File: src/bcoef_pkg.sv
// Shared constants and types for the binomial coefficient block.
package bcoef_pkg;

  localparam int MAX_N     = 62;
  localparam int N_W       = 6;   // width of n and k
  localparam int COEF_W    = 59;  // width of C(n,k)
  localparam int PROD_W    = 64;  // accumulator times factor
  localparam int DIVISOR_W = 5;   // divisor i never exceeds 31
  localparam int DIV_CNT_W = 6;   // one quotient bit per step, PROD_W steps

  typedef struct packed {
    logic                 start;
    logic [PROD_W-1:0]    dividend;
    logic [DIVISOR_W-1:0] divisor;
  } div_req_t;

  typedef struct packed {
    logic              done;
    logic [PROD_W-1:0] quotient;
  } div_rsp_t;

endpackage

File: src/bcoef_div.sv
// Restoring serial divider: one quotient bit per cycle over a 64-bit dividend.
module bcoef_div (
  input  logic                clk,
  input  logic                rst_n,
  input  bcoef_pkg::div_req_t req,
  output bcoef_pkg::div_rsp_t rsp
);

  logic                                busy_r,    busy_nxt;
  logic                                done_r,    done_nxt;
  logic [bcoef_pkg::DIV_CNT_W-1:0]     cnt_r,     cnt_nxt;
  logic [bcoef_pkg::PROD_W-1:0]        quo_r,     quo_nxt;
  logic [bcoef_pkg::DIVISOR_W-1:0]     rem_r,     rem_nxt;
  logic [bcoef_pkg::DIVISOR_W-1:0]     dvs_r,     dvs_nxt;
  logic [bcoef_pkg::DIVISOR_W:0]       rem_sh;
  logic                                ge;

  // quotient bits shift in at the bottom as dividend bits leave the top
  assign rem_sh = {rem_r, quo_r[bcoef_pkg::PROD_W-1]};
  assign ge     = rem_sh >= {1'b0, dvs_r};

  always_comb begin
    busy_nxt = busy_r;
    done_nxt = 1'b0;
    cnt_nxt  = cnt_r;
    quo_nxt  = quo_r;
    rem_nxt  = rem_r;
    dvs_nxt  = dvs_r;
    if (req.start) begin
      busy_nxt = 1'b1;
      cnt_nxt  = '0;
      quo_nxt  = req.dividend;
      rem_nxt  = '0;
      dvs_nxt  = req.divisor;
    end else if (busy_r) begin
      rem_nxt = ge ? bcoef_pkg::DIVISOR_W'(rem_sh - {1'b0, dvs_r})
                   : bcoef_pkg::DIVISOR_W'(rem_sh);
      quo_nxt = {quo_r[bcoef_pkg::PROD_W-2:0], ge};
      cnt_nxt = cnt_r + 1'b1;
      if (&cnt_r) begin
        busy_nxt = 1'b0;
        done_nxt = 1'b1;
      end
    end
  end

  always_ff @(posedge clk) begin
    if (!rst_n) begin
      busy_r <= 1'b0;
      done_r <= 1'b0;
      cnt_r  <= '0;
    end else begin
      busy_r <= busy_nxt;
      done_r <= done_nxt;
      cnt_r  <= cnt_nxt;
    end
    quo_r <= quo_nxt;
    rem_r <= rem_nxt;
    dvs_r <= dvs_nxt;
  end

  assign rsp.done     = done_r;
  assign rsp.quotient = quo_r;

endmodule

File: src/binomial_coefficient.sv
// Binomial coefficient C(n,k): one request in, one exact 59-bit result out. k above n, or n
// above 62, gives 0; k is mirrored to n-k when 2k > n, and k of 0 gives 1. Trivial cases go
// from ST_IDLE through ST_FIN into the output register. Otherwise each of the k-1 rounds
// multiplies the accumulator by n-i+1 and divides exactly by i in a single 64-step serial
// divider, up to 30 rounds at n = 62. The serial divider sets the pace. One request is in
// work at a time; the next is taken as soon as the previous result sits in the output
// register, even before it is collected.
module binomial_coefficient (
  input  logic                          clk,
  input  logic                          rst_n,
  input  logic                          in_valid,
  output logic                          in_ready,
  input  logic [bcoef_pkg::N_W-1:0]     in_n_total,
  input  logic [bcoef_pkg::N_W-1:0]     in_k_chosen,
  output logic                          out_valid,
  input  logic                          out_ready,
  output logic [bcoef_pkg::COEF_W-1:0]  out_coefficient
);

  typedef enum logic [1:0] {ST_IDLE, ST_MUL, ST_DIV, ST_FIN} state_t;

  state_t                               state_r,   state_nxt;
  logic [bcoef_pkg::N_W-1:0]            n_r,       n_nxt;
  logic [bcoef_pkg::DIVISOR_W-1:0]      kk_r,      kk_nxt;
  logic [bcoef_pkg::N_W-1:0]            i_r,       i_nxt;
  logic [bcoef_pkg::COEF_W-1:0]         acc_r,     acc_nxt;
  logic                                 out_valid_r, out_valid_nxt;
  logic [bcoef_pkg::COEF_W-1:0]         out_coef_r,  out_coef_nxt;

  logic [bcoef_pkg::N_W-1:0]            factor;
  logic [bcoef_pkg::COEF_W+bcoef_pkg::N_W-1:0] prod;
  logic [bcoef_pkg::N_W-1:0]            k_mirror;
  logic                                 mirror;
  bcoef_pkg::div_req_t                  div_req;
  bcoef_pkg::div_rsp_t                  div_rsp;

  bcoef_div u_div (
    .clk   (clk),
    .rst_n (rst_n),
    .req   (div_req),
    .rsp   (div_rsp)
  );

  assign factor   = n_r - i_r + 1'b1;
  assign prod     = acc_r * factor;
  assign mirror   = {in_k_chosen, 1'b0} > {1'b0, in_n_total};
  assign k_mirror = mirror ? in_n_total - in_k_chosen : in_k_chosen;

  assign in_ready = (state_r == ST_IDLE);

  always_comb begin
    state_nxt     = state_r;
    n_nxt         = n_r;
    kk_nxt        = kk_r;
    i_nxt         = i_r;
    acc_nxt       = acc_r;
    out_valid_nxt = out_valid_r && !out_ready;
    out_coef_nxt  = out_coef_r;
    div_req       = '0;
    div_req.dividend = prod[bcoef_pkg::PROD_W-1:0];
    div_req.divisor  = i_r[bcoef_pkg::DIVISOR_W-1:0];
    case (state_r)
      ST_IDLE: begin
        if (in_valid) begin
          n_nxt  = in_n_total;
          kk_nxt = k_mirror[bcoef_pkg::DIVISOR_W-1:0];
          i_nxt  = bcoef_pkg::N_W'(2);
          if (in_n_total > bcoef_pkg::N_W'(bcoef_pkg::MAX_N) ||
              in_k_chosen > in_n_total) begin
            acc_nxt   = '0;
            state_nxt = ST_FIN;
          end else if (k_mirror == '0) begin
            acc_nxt   = bcoef_pkg::COEF_W'(1);
            state_nxt = ST_FIN;
          end else if (k_mirror == bcoef_pkg::N_W'(1)) begin
            acc_nxt   = bcoef_pkg::COEF_W'(in_n_total);
            state_nxt = ST_FIN;
          end else begin
            acc_nxt   = bcoef_pkg::COEF_W'(in_n_total);
            state_nxt = ST_MUL;
          end
        end
      end
      ST_MUL: begin
        div_req.start = 1'b1;
        state_nxt     = ST_DIV;
      end
      ST_DIV: begin
        if (div_rsp.done) begin
          acc_nxt = div_rsp.quotient[bcoef_pkg::COEF_W-1:0];
          if (i_r == {1'b0, kk_r}) begin
            state_nxt = ST_FIN;
          end else begin
            i_nxt     = i_r + 1'b1;
            state_nxt = ST_MUL;
          end
        end
      end
      ST_FIN: begin
        // wait for the output register to free up
        if (!out_valid_r || out_ready) begin
          out_valid_nxt = 1'b1;
          out_coef_nxt  = acc_r;
          state_nxt     = ST_IDLE;
        end
      end
      default: begin
        state_nxt = ST_IDLE;
      end
    endcase
  end

  always_ff @(posedge clk) begin
    if (!rst_n) begin
      state_r     <= ST_IDLE;
      out_valid_r <= 1'b0;
    end else begin
      state_r     <= state_nxt;
      out_valid_r <= out_valid_nxt;
    end
    n_r        <= n_nxt;
    kk_r       <= kk_nxt;
    i_r        <= i_nxt;
    acc_r      <= acc_nxt;
    out_coef_r <= out_coef_nxt;
  end

  assign out_valid       = out_valid_r;
  assign out_coefficient = out_coef_r;

  // busy once a request is taken
  a_busy_after_accept: assert property (@(posedge clk) disable iff (!rst_n)
    in_valid && in_ready |=> !in_ready)
    else $error("block still ready after accepting a request");

  // divider only started with a divisor in 2..31
  a_divisor_range: assert property (@(posedge clk) disable iff (!rst_n)
    div_req.start |-> (i_r >= bcoef_pkg::N_W'(2) && i_r <= bcoef_pkg::N_W'(31)))
    else $error("divider started with divisor out of range");

  a_done_in_div: assert property (@(posedge clk) disable iff (!rst_n)
    div_rsp.done |-> state_r == ST_DIV)
    else $error("divider finished outside the divide state");

  a_result_from_fin: assert property (@(posedge clk) disable iff (!rst_n)
    $rose(out_valid_r) |-> $past(state_r) == ST_FIN)
    else $error("result presented without finishing a computation");

endmodule
File: config.mk
export PLATFORM = sky130hd
export DESIGN_NAME = binomial_coefficient
export DESIGN_NICKNAME = d
export VERILOG_FILES = /design/src/bcoef_pkg.sv /design/src/bcoef_div.sv /design/src/binomial_coefficient.sv
export SDC_FILE = /design/constraint.sdc
export NUM_CORES = 1
export LEC_CHECK = 0
export BUFFER_PORTS_ARGS = -buffer_cell sky130_fd_sc_hd__buf_2
export CAP_MARGIN = 25
export CORE_MARGIN = 1
export CORE_UTILIZATION = 31
export DETAILED_ROUTE_END_ITERATION = 8
export PLACE_DENSITY_LB_ADDON = 0.3
export RECOVER_POWER = 50
export SLEW_MARGIN = 5
export SYNTH_ARGS = -nofsm -noshare
export SYNTH_HDL_FRONTEND = slang
export SYNTH_SLANG_ARGS = --single-unit
File: constraint.sdc
create_clock -name clk -period 13.9 [get_ports clk]
set_input_delay 0.695 -clock clk [delete_from_list [all_inputs] [get_ports clk]]
set_output_delay 0.695 -clock clk [all_outputs]
set_load 0.01 [all_outputs]
Yosys cells after proc, flatten, opt, wreduce, memory -nomap -nowiden
Cells that the tools add are included.
{ "classes": {"n_reduce_logical": 17, "bitwise_logic": 2, "order_cmp": 4, "n_addsub": 6, "eq_ne": 9, "n_mul": 1, "n_mux": 28} }
{ "ops": {"columns": ["op", "n"], "rows": [
  ["$mux W64", 2],
  ["$mux W59", 2],
  ["$pmux W59 S2", 1],
  ["$mul A59 B6 Y64", 1],
  ["$mux W6", 6],
  ["$add A6 B1 Y6 const B", 3],
  ["$mux W2", 7],
  ["$pmux W6 S2", 1],
  ["$sub A6 B6 Y6", 2],
  ["$pmux W2 S4", 1],
  ["$gt A7 B6 Y1", 1],
  ["$mux W1", 7],
  ["$eq A6 B1 Y1 const B", 1],
  ["$eq A6 B5 Y1", 1],
  ["$ge A6 B5 Y1", 1],
  ["$gt A6 B6 Y1", 1],
  ["$gt A6 B6 Y1 const B", 1],
  ["$logic_not A6 Y1", 1],
  ["$ne A2 B2 Y1 const B", 3],
  ["$reduce_and A3 Y1", 2],
  ["$reduce_and A6 Y1", 1],
  ["$mux W5", 1],
  ["$sub A5 B5 Y5", 1],
  ["$eq A2 B2 Y1 const B", 2],
  ["other kinds (12)", 17]
]} }
{ "word_totals": {"wordCells": 80, "out_inout_bits": 61, "reg_bits": 220, "input_bits": 16} }

Longest topological paths before layout
{ "depth": {"depth_word": 8, "depth_mapped": 28, "mapped_depth_nobuf": 25} }

By module
From an unflattened synthesis, not the netlist that was laid out.
{ "unflattened": {"hier_cells": 1961, "area_unflattened_um2": 20150.6} }
{ "modules_own_cells": {"columns": ["module", "cells_per_inst", "area_each_um2", "seq_area_each_um2", "instances"], "rows": [
  ["binomial_coefficient", 1727, 16545.9, 4113.9, 1],
  ["bcoef_div", 234, 3604.7, 2332.2, 1]
]} }

Worst setup path before layout
Ideal clock, no wire load.
{ "synth_path": {"kind": "reg2reg", "startpoint": "register i_r[1] in the netlist's numbering", "endpoint": "register u_div.quo_r[58] in the netlist's numbering, data pin", "stages_incl_launch_ff": 28, "period_less_slack_ns": 6.279, "setup_ns": 0.264, "slack_ns": 7.621, "required_time_ns": 13.636, "arrival_time_ns": 6.015, "n_path_buf": 3, "path_cell_list": "edfxtp_1 -> ha_1 -> inv_1 -> ha_1 -> fa_1 -> a21o_1 -> a21oi_1 -> xnor2_1 -> clkbuf_1 -> clkbuf_1 -> and2_1 -> fa_1 -> inv_1 -> fa_1 -> fa_1 -> inv_1 -> ha_1 -> buf_6 -> a21oi_1 -> o21ai_1 -> a221oi_1 -> o21ai_1 -> a21oi_1 -> o21ai_1 -> or3_4 -> a311oi_2 -> xor2_1 -> o21ai_1"} }
{ "synth_between": {"elab_chain_cells": 4} }
{ "synth_lines": {"columns": ["element", "line_no", "text"], "rows": [
  ["start, declared", "binomial_coefficient.sv:25", "logic [bcoef_pkg::N_W-1:0] i_r, i_nxt;"],
  ["start signal, assigned", "binomial_coefficient.sv:123", "i_r <= i_nxt;"],
  ["$sub A6 B6 Y6", "binomial_coefficient.sv:44", "assign factor = n_r - i_r + 1'b1;"],
  ["$add A6 B1 Y6", "binomial_coefficient.sv:44", null],
  ["$mul A59 B6 Y64", "binomial_coefficient.sv:45", "assign prod = acc_r * factor;"],
  ["$mux W64", "bcoef_div.sv:29", "if (req.start) begin"],
  ["via u_div.quo_nxt (one bit)", "bcoef_div.sv:12", "logic [bcoef_pkg::PROD_W-1:0] quo_r, quo_nxt;"],
  ["end signal, assigned", "bcoef_div.sv:57", "quo_r <= quo_nxt;"],
  ["end, declared", "bcoef_div.sv:12", null]
]} }
The timed path passes the listed nets, and every way through them passes these cells.
A chain may end at the register's enable or synchronous reset.

Worst setup path in the final report
{ "layout_path": {"startpoint": "register i_r[1] in the netlist's numbering", "endpoint": "register u_div.quo_r[59] in the netlist's numbering, data pin"} }
Same word-level chain as after synthesis.

==> metrics.cfg <==
[synthesis]
syn_area_per_cell_um2=9.86
syn-num-nets=2351
synth_cell_types=68
synthMuxAreaShare=0.00253
synth_commonest_cells=nand2_1, inv_1, and2_1, fa_1, edfxtp_1
synth.largest_area_cell=edfxtp_1
synthSimpleGateAreaFrac=0.171
synth_edf_count=204
synth_xor_area_frac=0.0354
synthAdderAreaFrac=0.297
syn_inst=2005
synth.top_cell.area_share=0.310
synth_compound_area_frac=0.0990
ys_seq_area_frac=0.326
synth_top_family_by_area=adder cells
ys_ff_latch=220
netlist_top_cells_area=edfxtp_1, fa_1, and2_1
yosysWarnings=0
synthArstFlopShare=0
syn_area_mm2=0.0198
ys.flop_type=edfxtp_1
yosysMostFrequentCell=nand2_1

[drt]
via_per_inst=4.81
postRouteAntennaNets=0
wl_met2_mm=23.9
vias=14001
dr.pass1.iters=5
drt_iter0_markers=776
top_layer_used=met4
wl_met1_mm=20.7
wl_per_cell_um=16.4
drc=0
dr_wl_met3_mm=2.33
drt_wl_total_mm=47.8

[final_layout]
multi_input_area_mm2=0.0120
syn2layout_area_growth_pct=10.3
n_antenna_cell=0
drive_gt1_frac=0.0398
nNetsFinal=2388
finalNonFillerCells=2908
finalInstanceArea_mm2=0.0218
n_fill_cell=6503
regArea_mm2=0.00645

[timing]
slew_headroom=-1.43
tns_ps=0
clock_skew_ps=17.6
period_share=0.536
final.setup.worst_slack_ps=6450
tightestPinTransition_ps=3640
finalHoldViolCount=0
rsz0062_at_grt=false
max_freq_mhz=134
report.final.slew_viol_count=181
finalCriticalPeriod_ps=7450
setup_viol=0

[clocking]
postCtsSetupRepairBufs=0
path_clk_slew_ps=60
cts_buffers=28
cts_root_buf=clkbuf_16
clock-sinks=220
insertion_delay_ps=580
cts_max_level=1
cts-resized-gates=0
ctsLongestPathBuffers=3
cts_tree=built
cts_hold_buf=0

[floorplanning]
die-area_mm2=0.0648
start_util=0.313
die_h_um=255
die_x_um=255
io-pin-count=77
row_count=92
core_mm2=0.0631

[placement]
gp_congestion=0.888
portBuffers=76
hpwl_mm=34.2
dpl-instance-area_mm2=0.0211
dp.cells=2857
pre_cts_ws_ps=6380

[global_route]
grt_pass1_wl_mm=79.7
grt_use_total=0.153
grt_max_degree=72
grt_antenna_before_repair=0
grt_overflow_total=0
grt_pass1_vias=15179

[run_status]
run_status=finished with violations
violations=capacitance limit, slew limit

[setup_path]
r2r_setup_slack_ps=6450
crit_type=reg -> reg
cp.arrival_ps=7760
crit_path_start_kind=flip-flop
reg2reg_depth=25
cp_max_fo=59
end_kind=flip-flop
crit_required_ps=14210

[worst_hold_path]
hold_depth=1
hold_class=in -> reg

[job]
maxCapViolCount=3

-- critical path, cell delays in order (launching register included) --
cell and delay [ps]:
edfxtp_1 470, ha_1 320, inv_1 40, ha_2 180, fa_2 440, a21o_1 190, a21oi_1 230, xnor2_2 140
buf_4 570, and2_1 240, fa_1 410, inv_1 100, fa_1 440, fa_1 570, inv_1 50, ha_1 360
a21oi_1 220, o21ai_0 200, a211oi_1 580, a21oi_2 190, o21bai_1 310, a31oi_1 190, o2111ai_1 330, a31oi_1 160
xnor2_1 170, o21ai_1 80
-- logic make-up after synthesis --
kind of cell / after synthesis
AO/OA/AOI/OAI: 317
AND/OR/NAND/NOR: 689
XOR/XNOR: 80
buffers and inverters: 364
flip-flops: 220
adder cells (fa/ha/maj): 330
multiplexers: 5
-- final timing paths --
check	from	endpoint
worst max-delay path	i_r[1]$_SDFFCE_PN1P_	u_div.quo_r[59]$_DFFE_PP_
worst max register to register	i_r[1]$_SDFFCE_PN1P_	u_div.quo_r[59]$_DFFE_PP_
worst min register to register	u_div.rem_r[4]$_SDFFE_PP0P_	u_div.rem_r[4]$_SDFFE_PP0P_
worst min-delay path	in_n_total[0]	n_r[0]$_DFFE_PP_
-- sequential cells by signal, summed over array words and instances, names as in the netlist --
| register | flops |
|---|---|
| u_div.dvs_r | 5 |
| acc_r | 59 |
| kk_r | 5 |
| u_div.done_r | 1 |
| n_r | 6 |
| u_div.cnt_r | 6 |
| out_valid | 1 |
| u_div.quo_r | 64 |
| out_coefficient | 59 |
| state_r | 2 |
| u_div.rem_r | 5 |
| u_div.busy_r | 1 |
| i_r | 6 |
-- placed cells by master (no fill, tap or decap), types with 19 or more instances in the layout --
cell,Yosys,routed
clkbuf_1,76,75
nand2_1,308,308
o21ai_0,99,99
edfxtp_1,204,204
clkbuf_16,0,28
nor2_1,58,56
xor2_1,36,35
fa_1,231,230
a21o_1,37,37
inv_1,283,283
ha_1,99,97
a21oi_1,83,83
and2_1,231,205
xnor2_1,44,42
and2_0,0,26
nand4_1,19,19
-- per-stage QoR --
| stage | hold slack (ps) | utilization |
|---|---|---|
| 2_1_floorplan | 446 | - |
| 3_3_place_gp | 459 | 0.334 |
| 3_5_place_dp | 479 | 0.334 |
| 4_1_cts | 286 | 0.347 |
| 5_1_grt | 331 | 0.346 |
| 6_report | 342 | 0.346 |
-- routing by layer --
layer	up-vias	track usage
met2	308	0.274
met1	7044	0.191
li1	6578	-
met5	-	0
met4	0	0.0412
met3	71	0.0203
-- cell type report --
class                   instances  share of cell area
clock buffers                  37              0.0351
clock inverters                13             0.00442
inverters                     283              0.0487
multi-input cells            1421               0.550
flip-flops and latches        220               0.296
well taps                     846              0.0485
repair buffers                 88              0.0173
Power is not shown: default switching activity piles up to over one toggle a cycle in this logic, so the estimate is an artifact.
